[src/rtl/olafb_pkg.sv]
`default_nettype none
// ----------------------------------------------------------------------------
// olafb_pkg
// Shared types and constants of the overlap-add fractional buffer: field
// widths, controller states, command and status bundles, register map.
// ----------------------------------------------------------------------------
package olafb_pkg;

    // Defaults for the top-level parameters
    localparam int RING_DEPTH_DEF = 16384;
    localparam int FRAC_BITS_DEF  = 8;

    // Fixed field widths
    localparam int SAMPLE_W   = 16;
    localparam int PERIOD_W   = 20;
    localparam int ACC_W      = 24;
    localparam int LOC_W      = 24;
    localparam int TIME_W     = 40;
    localparam int CUR_TIME_W = 32;
    localparam int FIDX_W     = 14;
    localparam int THR_W      = 16;

    // Weighted sample: a convex blend of two Q1.15 values, one guard bit
    localparam int WV_W       = SAMPLE_W + 1;

    // APB register map
    localparam int APB_DATA_W = 32;
    localparam int APB_ADDR_W = 3;
    localparam logic CFG_FILL_THRESHOLD = 1'b0;
    localparam logic [THR_W-1:0] FILL_THRESHOLD_RST = THR_W'(4096);

    // Controller states
    typedef enum logic [2:0] {
        S_CLEAR,
        S_IDLE,
        S_RD1,
        S_WR1,
        S_RD2,
        S_WR2,
        S_FIN
    } t_state;

    // Controller to datapath
    typedef struct packed {
        logic clear;   // zero one ring entry (clearing pass)
        logic accept;  // capture the input transaction
        logic rd;      // issue ring read, register weighted value
        logic wr;      // write back saturated sum (or zero on pop)
        logic second;  // second read-modify-write of a closing frame sample
        logic commit;  // update scalar state and load result register
    } t_cmd;

    // Datapath to controller
    typedef struct packed {
        logic started;     // a frame sample is held awaiting its successor
        logic clear_last;  // clearing pass is on the final entry
    } t_status;

endpackage : olafb_pkg
`default_nettype wire

[src/rtl/olafb_ctrl.sv]
`default_nettype none
// ----------------------------------------------------------------------------
// olafb_ctrl
// Controller: sequences the clearing pass, transaction capture, up to two
// ring read-modify-writes and the result handoff.
// ----------------------------------------------------------------------------
module olafb_ctrl (
    input  wire logic                i_clk,
    input  wire logic                i_rst_n,
    input  wire logic                i_in_valid,
    input  wire logic                i_func,
    input  wire logic                i_last_of_frame,
    input  wire logic                i_out_ready,
    input  wire olafb_pkg::t_status  i_status,
    output      logic                o_in_ready,
    output      logic                o_out_valid,
    output      olafb_pkg::t_cmd     o_cmd
);

    olafb_pkg::t_state r_state, n_state;
    logic              r_two, n_two;
    logic              r_out_valid;
    logic              out_free;

    assign out_free    = !r_out_valid || i_out_ready;
    assign o_out_valid = r_out_valid;

    // State register
    always_ff @(posedge i_clk) begin
        if (!i_rst_n) begin
            r_state <= olafb_pkg::S_CLEAR;
            r_two   <= 1'b0;
        end else begin
            r_state <= n_state;
            r_two   <= n_two;
        end
    end

    // Next state and commands
    always_comb begin
        n_state    = r_state;
        n_two      = r_two;
        o_cmd      = '0;
        o_in_ready = 1'b0;
        unique case (r_state)
            olafb_pkg::S_CLEAR: begin
                o_cmd.clear = 1'b1;
                if (i_status.clear_last) begin
                    n_state = olafb_pkg::S_IDLE;
                end
            end
            olafb_pkg::S_IDLE: begin
                o_in_ready = 1'b1;
                if (i_in_valid) begin
                    o_cmd.accept = 1'b1;
                    n_two = !i_func && i_status.started && i_last_of_frame;
                    // only the opening sample of a longer frame skips the ring
                    if (i_func || i_status.started || i_last_of_frame) begin
                        n_state = olafb_pkg::S_RD1;
                    end else begin
                        n_state = olafb_pkg::S_FIN;
                    end
                end
            end
            olafb_pkg::S_RD1: begin
                o_cmd.rd = 1'b1;
                n_state  = olafb_pkg::S_WR1;
            end
            olafb_pkg::S_WR1: begin
                o_cmd.wr = 1'b1;
                n_state  = r_two ? olafb_pkg::S_RD2 : olafb_pkg::S_FIN;
            end
            olafb_pkg::S_RD2: begin
                o_cmd.rd     = 1'b1;
                o_cmd.second = 1'b1;
                n_state      = olafb_pkg::S_WR2;
            end
            olafb_pkg::S_WR2: begin
                o_cmd.wr     = 1'b1;
                o_cmd.second = 1'b1;
                n_state      = olafb_pkg::S_FIN;
            end
            olafb_pkg::S_FIN: begin
                if (out_free) begin
                    o_cmd.commit = 1'b1;
                    n_state      = olafb_pkg::S_IDLE;
                end
            end
            default: begin
                n_state = olafb_pkg::S_CLEAR;
            end
        endcase
    end

    // Result valid
    always_ff @(posedge i_clk) begin
        if (!i_rst_n) begin
            r_out_valid <= 1'b0;
        end else if (o_cmd.commit) begin
            r_out_valid <= 1'b1;
        end else if (i_out_ready) begin
            r_out_valid <= 1'b0;
        end
    end

`ifndef ASSERT_OFF
    // an accepted transaction always leaves idle
    a_accept_leaves_idle: assert property (@(posedge i_clk) disable iff (!i_rst_n)
        (i_in_valid && o_in_ready) |=> (r_state != olafb_pkg::S_IDLE))
        else $error("accepted transaction did not start");

    // write-back always follows its read
    a_wr1_after_rd1: assert property (@(posedge i_clk) disable iff (!i_rst_n)
        (r_state == olafb_pkg::S_WR1) |-> $past(r_state == olafb_pkg::S_RD1))
        else $error("write-back without read");

    // second read-modify-write only for a closing sample of a running frame
    a_second_rmw: assert property (@(posedge i_clk) disable iff (!i_rst_n)
        (r_state == olafb_pkg::S_RD2) |-> (r_two && $past(r_state == olafb_pkg::S_WR1)))
        else $error("unexpected second read-modify-write");

    // a result appears only from the finish state
    a_result_from_fin: assert property (@(posedge i_clk) disable iff (!i_rst_n)
        $rose(r_out_valid) |-> $past(r_state == olafb_pkg::S_FIN))
        else $error("result raised outside finish");
`endif

endmodule : olafb_ctrl
`default_nettype wire

[config.mk]
export PLATFORM = sky130hd
export DESIGN_NAME = olafb_ctrl
export DESIGN_NICKNAME = d
export VERILOG_FILES = /design/src/rtl/olafb_pkg.sv /design/src/rtl/olafb_ctrl.sv
export SDC_FILE = /design/constraint.sdc
export NUM_CORES = 1
export LEC_CHECK = 0
export ABC_CLOCK_PERIOD_IN_PS = 1600
export BUFFER_PORTS_ARGS = -buffer_cell sky130_fd_sc_hd__buf_2
export CORE_AREA = 2 2 39 41
export DETAILED_ROUTE_END_ITERATION = 6
export DIE_AREA = 0 0 41 43
export HOLD_SLACK_MARGIN = 0.02
export PLACE_DENSITY = 0.48
export REMOVE_ABC_BUFFERS = 1
export SYNTH_ARGS = -nofsm -noshare
export SYNTH_HDL_FRONTEND = slang
export SYNTH_SLANG_ARGS = --single-unit
export TNS_END_PERCENT = 10
[constraint.sdc]
create_clock -name i_clk -period 1.6 [get_ports i_clk]
set_clock_uncertainty 0.1 [all_clocks]
set_input_delay 0.32 -clock i_clk [delete_from_list [all_inputs] [get_ports i_clk]]
set_output_delay 0.32 -clock i_clk [all_outputs]
set_load 0.03 [all_outputs]
* After elaboration in Yosys (flattened, before gate mapping) *
Cells that the tools add are included.

word-level totals
  word-level logic and storage cells = 43
  output and inout port bits = 8
  flip-flop bits (word level) = 5
  bits of input ports = 8

cells by class
  eq/ne operators = 9
  reductions and logical operators = 14
  muxes and demuxes = 17

operators by type and width
  operator                                                                count
  3-bit one-hot mux with 7 select lines                                   1
  3-bit 2-to-1 mux                                                        4
  1-bit 2-to-1 mux                                                        11
  3-bit equality test (second input constant)                             3
  3-bit by 2-bit equality test with 1-bit output (second input constant)  2
  2-bit inequality test (second input constant)                           3
  2-bit OR reduction                                                      3
  3-bit by 1-bit equality test with 1-bit output (second input constant)  1
  3-bit zero test                                                         1
  1-bit logical OR                                                        3
  3-bit AND reduction                                                     1
  1-bit logical AND                                                       2
  1-bit zero test                                                         2
  2-bit 2-to-1 mux                                                        1
  2-bit AND reduction                                                     1
  2-bit nonzero test                                                      1

* Logic depth before layout (Yosys ltp) *
Gate-level depths: netlist (run 1).

  depth in word-level cells = 5
  depth in mapped cells = 4
  gate-level depth less buffers = 3

* Worst setup path after synthesis (run 1) *
No wires, ideal clock.

  path type = register to output
  start = register r_state[0]
  end = output port o_in_ready
  data arrival time = 1239 ps
  required time = 1180 ps
  stages on the path, launching flop included = 3
  slack = -59 ps
  path buffers = 1
  cell sequence = dfxtp_1 buf_2 nor3b_1

on the way
  word-level cells in the longest chain between the ends = 2

RTL lines
  what                                            RTL line          RTL
  from (decl)                                     olafb_ctrl.sv:20  olafb_pkg::t_state r_state, n_state;
  from (signal assigned)                          olafb_ctrl.sv:31  r_state <= olafb_pkg::S_CLEAR;
  from (signal assigned)                          olafb_ctrl.sv:34  r_state <= n_state;
  3-bit by 1-bit equality test with 1-bit output  olafb_ctrl.sv:45  unique case (r_state)
  1-bit 2-to-1 mux                                olafb_ctrl.sv:45
  to (decl)                                       olafb_ctrl.sv:15  output logic o_in_ready,

No other way between the ends.

==> results of run 1 <==
-- where the power goes --
part	switching (µW)	internal, µW	total (µW)
registers	22.6	134	156
logic	60.5	47.5	108
clock network	50.5	94.2	145
-- worst reg2reg max path, delay by kind of cell, from the launching register on --
family | cells | cell delay [ps]
AO/OA/AOI/OAI | 1 | 390
AND/OR/NAND/NOR | 2 | 240
flip-flops | 1 | 420
-- metal layers --
metal  track usage  up-vias  part of all wire
met2         0.128       12              0.48
met5             0        -                 0
li1              -      167                 -
met4         0.120        0             0.011
met1         0.119      141              0.43
met3        0.0157        2             0.075
-- through the flow --
step	hold WS, ps	cell area [µm²]	setup TNS [ps]	setup WS [ps]	cells
after floorplan	348	307	-34.6	-34.6	34
after global placement	388	402	0	171	65
after detailed placement	398	402	0	135	65
after CTS	237	432	0	0.198	69
after global routing	231	444	0	13.7	69
final	242	444	0	52.5	69
-- cells in the final DEF, fill, tap and decap left out, drive strengths merged --
| master | count |
|---|---|
| a21oi | 2 |
| and2 | 1 |
| and3 | 1 |
| and3b | 2 |
| and4bb | 1 |
| buf | 15 |
| clkbuf | 4 |
| dfxtp | 5 |
| inv | 1 |
| mux2i | 1 |
| nand2b | 1 |
| nand3 | 1 |
| nand3b | 1 |
| nor2 | 4 |
| nor2b | 3 |
| nor3 | 3 |
| nor3b | 1 |
| nor4 | 1 |
| o21ai | 1 |
| o31a | 1 |
| o41a | 1 |
| o41ai | 1 |
| xnor2 | 1 |
-- sequential cells by signal, indices dropped and copies added (netlist names) --
register and cells:
r_state 3, o_out_valid 1, r_two 1
-- worst paths after layout --
path | endpoint | slack [ps] | cells past startpoint
worst max-delay path | o_cmd[4] | 50 | 2
worst min-delay path | r_state[2] | 240 | 2
worst max register to register | r_state[2] | 330 | 3
worst min register to register | r_two | 400 | 2
-- cell type report --
cell class / instances / area [µm²] / share of cell area
multi-input combinational: 28 / 203 / 0.456
sequential: 5 / 109 / 0.245
timing repair buffer: 15 / 82.6 / 0.186
clock buffer: 4 / 26.3 / 0.0592
tap: 16 / 20.0 / 0.0451
inverter: 1 / 3.75 / 0.00845
-- cell families (layout without fill, tap and decap cells) --
kind of cell	count (synthesis)	after routing	share of synthesized area
xor+xnor	1	1	0.0262
compound gates	6	6	0.131
buf+inv	4	20	0.0936
mux	1	1	0.0300
simple gates	20	20	0.420
flops	5	5	0.300
-- timing repair --
item                       in CTS  in global routing
resized for setup               3                  8
setup endpoints to repair       6                  4
buffers inserted                0                  0
pin swaps                       0                  0
==> impl_summary.txt, run 1 <==
----------------------------------------------------
[STA]
  Slew Limit Fails ... 0
  Achievable frequency ... between 600 and 700 MHz
  Finish-stage setup viols ... 0
  Hold Vio Cnt, Final ... 0
  Final clock period utilization by the worst path ... 0.967
  Worst slew slack as a fraction of its limit ... 0.835
  RSZ-0062 raised after global routing ... false
  Clock period minus worst slack ... 1550 ps
  Transition at the pin with the smallest max-transition slack ... approximately 240 ps

[Die]
  Vertical die dimension ... approximately 43 µm
  Core Footprint ... approximately 1400 µm²
  Num rows ... 14
  Die span in x ... 41 µm
  Area of the die ... ~1800 µm²
  Boundary Pins ... 16
  Effective utilization at floorplan ... 0.241

[Hold path]
  Worst hold start ... i_rst_n
  Min-delay worst type ... primary input to register

[Placed design]
  Count of buffers inserted at the top-level ports ... 15
  HPWL after detailed placement ... 515 µm
  Placer's final routability congestion estimate ... about 0.63

[Finish]
  Total number of nets in the final design ... 62
  Fraction of final layout cells sized beyond drive strength 1 ... 0.434
  Core occupancy in the finished layout ... 0.321
  Diodes inserted ... 0
  Filler cells ... ~160
  Syn-to-layout area delta ... 33.0%

[Global route]
  Number of antenna violations at the first check in global routing ... 0
  Wire length of the first global-routing pass ... about 1100 µm
  Via count of the first global-routing pass ... a little under 300
  GRT Resource Usage Total ... 0.0995
  Maximum number of pins on one net before global-route repair ... 13
  Global-route congestion overflow total ... 0

[Logic synthesis]
  Most numerous cell types in the synthesized netlist ... sky130_fd_sc_hd__dfxtp_1 (5), sky130_fd_sc_hd__nor2_1 (4), sky130_fd_sc_hd__nor2b_1 (3), sky130_fd_sc_hd__nor3_1 (3)
  Predominant post-synthesis flop cell ... sky130_fd_sc_hd__dfxtp_1
  Top post-synthesis cells by area ... sky130_fd_sc_hd__dfxtp_1 (30%), sky130_fd_sc_hd__buf_6 (6.7%), sky130_fd_sc_hd__nand3b_4 (6.0%)
  Top-count cell post-synth ... sky130_fd_sc_hd__dfxtp_1
  Netlist Area Pre-Place ... between 300 and 400 µm²
  Sequential share of the synthesized area ... 0.300
  Average size of a mapped cell ... roughly 9.0 µm²
  Count of different cell masters after synthesis ... 23
  Cell accounting for the most synthesized area ... sky130_fd_sc_hd__dfxtp_1
  Number of flops mapped to enable cells by yosys ... 0
  Synth Register Bits ... 5
  Post-synth top area share ... 0.300
  Share of async-settable or async-resettable flops after synthesis ... 0
  Synth Instances ... 37
  Number of synthesis warnings ... 0

[Setup path]
  Required time of the critical path ... 1180 ps
  R2r startpoint ... r_state[0]
  Crit path DAT ... between 1000 and 1500 ps
  CP Max Fanout ... 11
  Count of buffer and inverter cells on the critical path ... 1
  Crit path from ... r_state[2]
  Category of the worst setup path launch point ... register
  Cell family with most CP delay ... flip-flops
  Maximum cell stage delay along the critical path ... roughly 380 ps
  Critical path class ... register to primary output
  Chain of cells forming the critical path ... and4bb_4 -> buf_4
  Capturing element type of the critical path ... primary output
  Cell at the slowest stage of the critical path ... sky130_fd_sc_hd__dfxtp_4

[Clock tree]
  Hold_buf cts ... 0
  CTS Buf Count ... 3
  Clock Tree Root ... sky130_fd_sc_hd__clkbuf_4
  Clock-pin slew of the registers on the worst-case setup and hold paths ... 40 ps
  Clock tree from TritonCTS ... done
  Total number of clock tree sinks ... 5
  Number of H-tree levels ... 1
  Latest clock arrival within the worst-skew pair ... 240 ps
  Worst-case clock buffer depth ... 2

[Outcome]
  Outcome ... complete, no violations

[Pwr]
  Power density cells ... approximately 900 nW/µm²
  Total leakage power ... about 0.00023 µW
  Peak supply drop ... approximately 0.00023 V
  Final Total Pwr ... slightly above 400 µW

[Route]
  DRC marker count from the first detailed-route iteration ... 5
  Via Count ... 322
  Routed len/inst ... between 10 and 15 µm
  ANT nets after route ... 0
  Via-per-instance ratio ... ~4.7
  Routed WL ... approximately 700 µm
  Number of detailed-routing iterations run before antenna repair ... 4
  Remaining routing DRC violations ... 0

[Flow run]
  Maximum capacitance violations ... 0

----------------------------------------------------
Note: power is estimated with default switching activity, not from simulation.
==> run 2: changes to the inputs <==
Settings changed: ABC_AREA from default to 1, CELL_PAD_IN_SITES_DETAIL_PLACEMENT from default to 1, CELL_PAD_IN_SITES_GLOBAL_PLACEMENT from default to 1, PLACE_DENSITY 0.48 to 0.68.
==> run 2 against run 1 <==
  * Final cell count is 35% higher
  * Critical endpoint is now o_cmd[2]
  * Utilization is 4.9 points higher
  * Sequential share of layout area is 4.0 points lower
==> impl_summary.txt, run 2 <==
----------------------------------------------------
[Outcome]
  Outcome ... complete, no violations (unchanged)

[Pwr]
  Sequential Power Share ... 0.216 (was 0.382)
  Power share of the combinational group ... 0.648 (was 0.264)
  Portion of total power attributed to the clock network ... 0.135 (was 0.354)
  Net switching power ... 545 µW (was 134 µW)
  Power density cells ... 2100 nW/µm² (was 920 nW/µm²)
  Switching power share of the total ... 0.508 (was 0.327)
  Total leakage power ... 0.000280 µW (was 0.000229 µW)
  Peak supply drop ... 0.000576 V (was 0.000226 V)
  Internal power summed over all cells ... 527 µW (was 275 µW)

[Die]
  Effective utilization at floorplan ... 0.246 (was 0.241)
  Num rows ... 14 (unchanged)
  Area of the die ... 1760 µm² (unchanged)
  Die span in x ... 41 µm (unchanged)
  Boundary Pins ... 16 (unchanged)
  Core Footprint ... 1380 µm² (unchanged)
  Vertical die dimension ... 43 µm (unchanged)

[Finish]
  Syn-to-layout area delta ... 50.4% (was 33.0%)
  Post-route standard cell area excluding fillers ... 512 µm² (was 444 µm²)
  Top library cells by usage in the layout, fill and taps aside ... sky130_fd_sc_hd__nand2_1 (10), sky130_fd_sc_hd__nor2_1 (10), sky130_fd_sc_hd__buf_2 (10) (was sky130_fd_sc_hd__buf_2 (12), sky130_fd_sc_hd__nor2_1 (4))
  Register bank with the most flops ... r_state (unchanged)
  Diodes inserted ... 0 (unchanged)
  Fraction of final layout cells sized beyond drive strength 1 ... 0.442 (was 0.434)
  Total number of nets in the final design ... 86 (was 62)
  Core occupancy in the finished layout ... 0.370 (was 0.321)
  Max FFs per register ... 3 (unchanged)

[STA]
  Slew Limit Fails ... 0 (unchanged)
  Final clock period utilization by the worst path ... 0.968 (was 0.967)
  Worst slew slack as a fraction of its limit ... 0.863 (was 0.835)
  Setup TNS Final ... 0 ps (unchanged)
  Clock period minus worst slack ... 1550 ps (about the same)
  Achievable frequency ... 646 MHz (about the same)
  Finish-stage setup viols ... 0 (unchanged)
  Transition at the pin with the smallest max-transition slack ... 205 ps (was 244 ps)
  RSZ-0062 raised after global routing ... true (was false)
  Hold Vio Cnt, Final ... 0 (unchanged)
  Setup slack after layout ... 51.2 ps (was 52.5 ps)

[Setup path]
  Required time of the critical path ... 1180 ps (about the same)
  Cell family with most CP delay ... flip-flops (unchanged)
  Critical path class ... register to primary output (unchanged)
  CP Max Fanout ... 4 (was 11)
  Most frequent cell on the critical path ... sky130_fd_sc_hd__inv_2
  Crit path DAT ... 1130 ps (about the same)
  Maximum cell stage delay along the critical path ... 360 ps (was 380 ps)
  Capturing element type of the critical path ... primary output (unchanged)
  Category of the worst setup path launch point ... register (unchanged)
  Count of buffer and inverter cells on the critical path ... 3 (was 1)
  Cell at the slowest stage of the critical path ... sky130_fd_sc_hd__dfxtp_4 (unchanged)
  Chain of cells forming the critical path ... inv_2 -> nor2_4 -> inv_2 -> a21oi_1 -> buf_4 (was and4bb_4 -> buf_4)

[Route]
  ANT nets after route ... 0 (unchanged)
  Routed len/inst ... 9.95 µm (was 10.2 µm)
  Via-per-instance ratio ... 4.48 (was 4.67)
  Remaining routing DRC violations ... 0 (unchanged)
  Number of detailed-routing iterations run before antenna repair ... 2 (was 4)
  Routed WL ... 925 µm (was 703 µm)
  DRC marker count from the first detailed-route iteration ... 3 (was 5)
  Via Count ... 417 (was 322)

[Flow run]
  Maximum capacitance violations ... 0 (unchanged)

[Clock tree]
  Number of H-tree levels ... 1 (unchanged)
  Worst-case clock buffer depth ... 2 (unchanged)
  Hold_buf cts ... 0 (unchanged)
  Clock Tree Root ... sky130_fd_sc_hd__clkbuf_4 (unchanged)
  Total number of clock tree sinks ... 5 (unchanged)
  CTS Buf Count ... 3 (unchanged)
  Clock-pin slew of the registers on the worst-case setup and hold paths ... 40 ps (about the same)
  Clock tree from TritonCTS ... done (unchanged)
  Latest clock arrival within the worst-skew pair ... 240 ps (about the same)

[Logic synthesis]
  Number of flops mapped to enable cells by yosys ... 0 (unchanged)
  Top post-synthesis cells by area ... sky130_fd_sc_hd__dfxtp_1 (29%), sky130_fd_sc_hd__nor2_1 (13%), sky130_fd_sc_hd__inv_1 (12%) (was sky130_fd_sc_hd__dfxtp_1 (30%), sky130_fd_sc_hd__buf_6 (6.7%), sky130_fd_sc_hd__nand3b_4 (6.0%))
  Share of async-settable or async-resettable flops after synthesis ... 0 (unchanged)
  Most numerous cell types in the synthesized netlist ... sky130_fd_sc_hd__nor2_1 (12), sky130_fd_sc_hd__inv_1 (11), sky130_fd_sc_hd__nand2_1 (10), sky130_fd_sc_hd__dfxtp_1 (5), sky130_fd_sc_hd__a21oi_1 (4) (was sky130_fd_sc_hd__dfxtp_1 (5), sky130_fd_sc_hd__nor2_1 (4), sky130_fd_sc_hd__nor2b_1 (3), sky130_fd_sc_hd__nor3_1 (3))
  Cell accounting for the most synthesized area ... sky130_fd_sc_hd__dfxtp_1 (unchanged)
  Sequential share of the synthesized area ... 0.294 (was 0.300)
  Netlist Area Pre-Place ... 340 µm² (was 334 µm²)
  Synth Register Bits ... 5 (unchanged)
  Average size of a mapped cell ... 6.08 µm² (was 9.03 µm²)
  Post-synth top area share ... 0.294 (was 0.300)
  Number of synthesis warnings ... 0 (unchanged)
  Predominant post-synthesis flop cell ... sky130_fd_sc_hd__dfxtp_1 (unchanged)
  Synth Instances ... 56 (was 37)
  Count of different cell masters after synthesis ... 13 (was 23)
  Top-count cell post-synth ... sky130_fd_sc_hd__nor2_1 (was sky130_fd_sc_hd__dfxtp_1)

[Placed design]
  Count of buffers inserted at the top-level ports ... 15 (unchanged)
  Placer's final routability congestion estimate ... 0.632 (was 0.627)
  HPWL after detailed placement ... 749 µm (was 515 µm)
  Post-placement worst setup slack ... 146 ps (was 135 ps)
  Instance area after placement ... 443 µm² (was 402 µm²)

[Global route]
  Wire length of the first global-routing pass ... 1440 µm (was 1140 µm)
  Via count of the first global-routing pass ... 351 (was 289)
  GRT Resource Usage Total ... 0.128 (was 0.0995)
  Maximum number of pins on one net before global-route repair ... 7 (was 13)
  Global-route congestion overflow total ... 0 (unchanged)
  Number of antenna violations at the first check in global routing ... 0 (unchanged)

[Hold path]
  Min-delay worst type ... primary input to register (unchanged)

----------------------------------------------------
[run 2: layout make-up]
| cell class | instances | area [µm²] |
|---|---|---|
| fillers | 191 | 872 |
| well taps | 16 | 20.0 |
| multi-input cells | 39 | 209 |
| clock buffers | 4 | 26.3 |
| repair buffers | 17 | 106 |
| flip-flops and latches | 5 | 105 |
| inverters | 12 | 45.0 |
[run 2: path summary, 6_finish.rpt]
kind                                   end       start  slack, ps  cells past startpoint
worst min-delay path            r_state[2]     i_rst_n        230                      3
worst max-delay path              o_cmd[2]  r_state[2]         50                      5
worst min register to register       r_two       r_two        440                      2
worst max register to register  r_state[2]  r_state[1]        350                      7
[run 2: timing repair]
item                                    4_1_cts  5_1_grt
buffers inserted                              1        0
pin swaps                                     2        1
endpoints found under the setup margin        4        5
gates resized for setup                       7        9
[run 2: worst reg2reg max path: cells and delay by family (launching register included)]
kind | cells | cell delay, ps
flip-flops | 1 | 400
AND/OR/NAND/NOR | 7 | 650
[run 2: power groups by stage]
stage / clock, µW / sequential, µW / combinational [µW]
2_1_floorplan: 0 / 219 / 434
3_5_place_dp: 0 / 215 / 604
5_1_grt: 165 / 238 / 773
6_report: 145 / 232 / 695
3_3_place_gp: 0 / 212 / 602
4_1_cts: 151 / 223 / 652
[run 2: cells by family (layout without fill, tap and decap cells)]
group / Yosys count / in the layout / synth area share
compound gates: 5 / 5 / 0.0735
buf+inv: 12 / 33 / 0.132
flops: 5 / 5 / 0.294
simple gates: 34 / 34 / 0.500
[run 2: through the flow]
step	total power [µW]	std cells	hold slack (ps)
floorplan	653	56	341
global placement	814	88	410
detailed placement	819	88	425
CTS	1030	93	222
global route	1180	93	238
finish	1070	93	225
[run 2: metal layers]
metal / global-route usage / part of all wire / wire length, µm / vias up
met5: 0 / 0 / 0 / -
met4: 0.140 / 0.043 / 40 / 0
li1: - / - / - / 215
met3: 0.0314 / 0.038 / 35 / 4
met2: 0.181 / 0.48 / 442 / 12
met1: 0.138 / 0.44 / 407 / 186
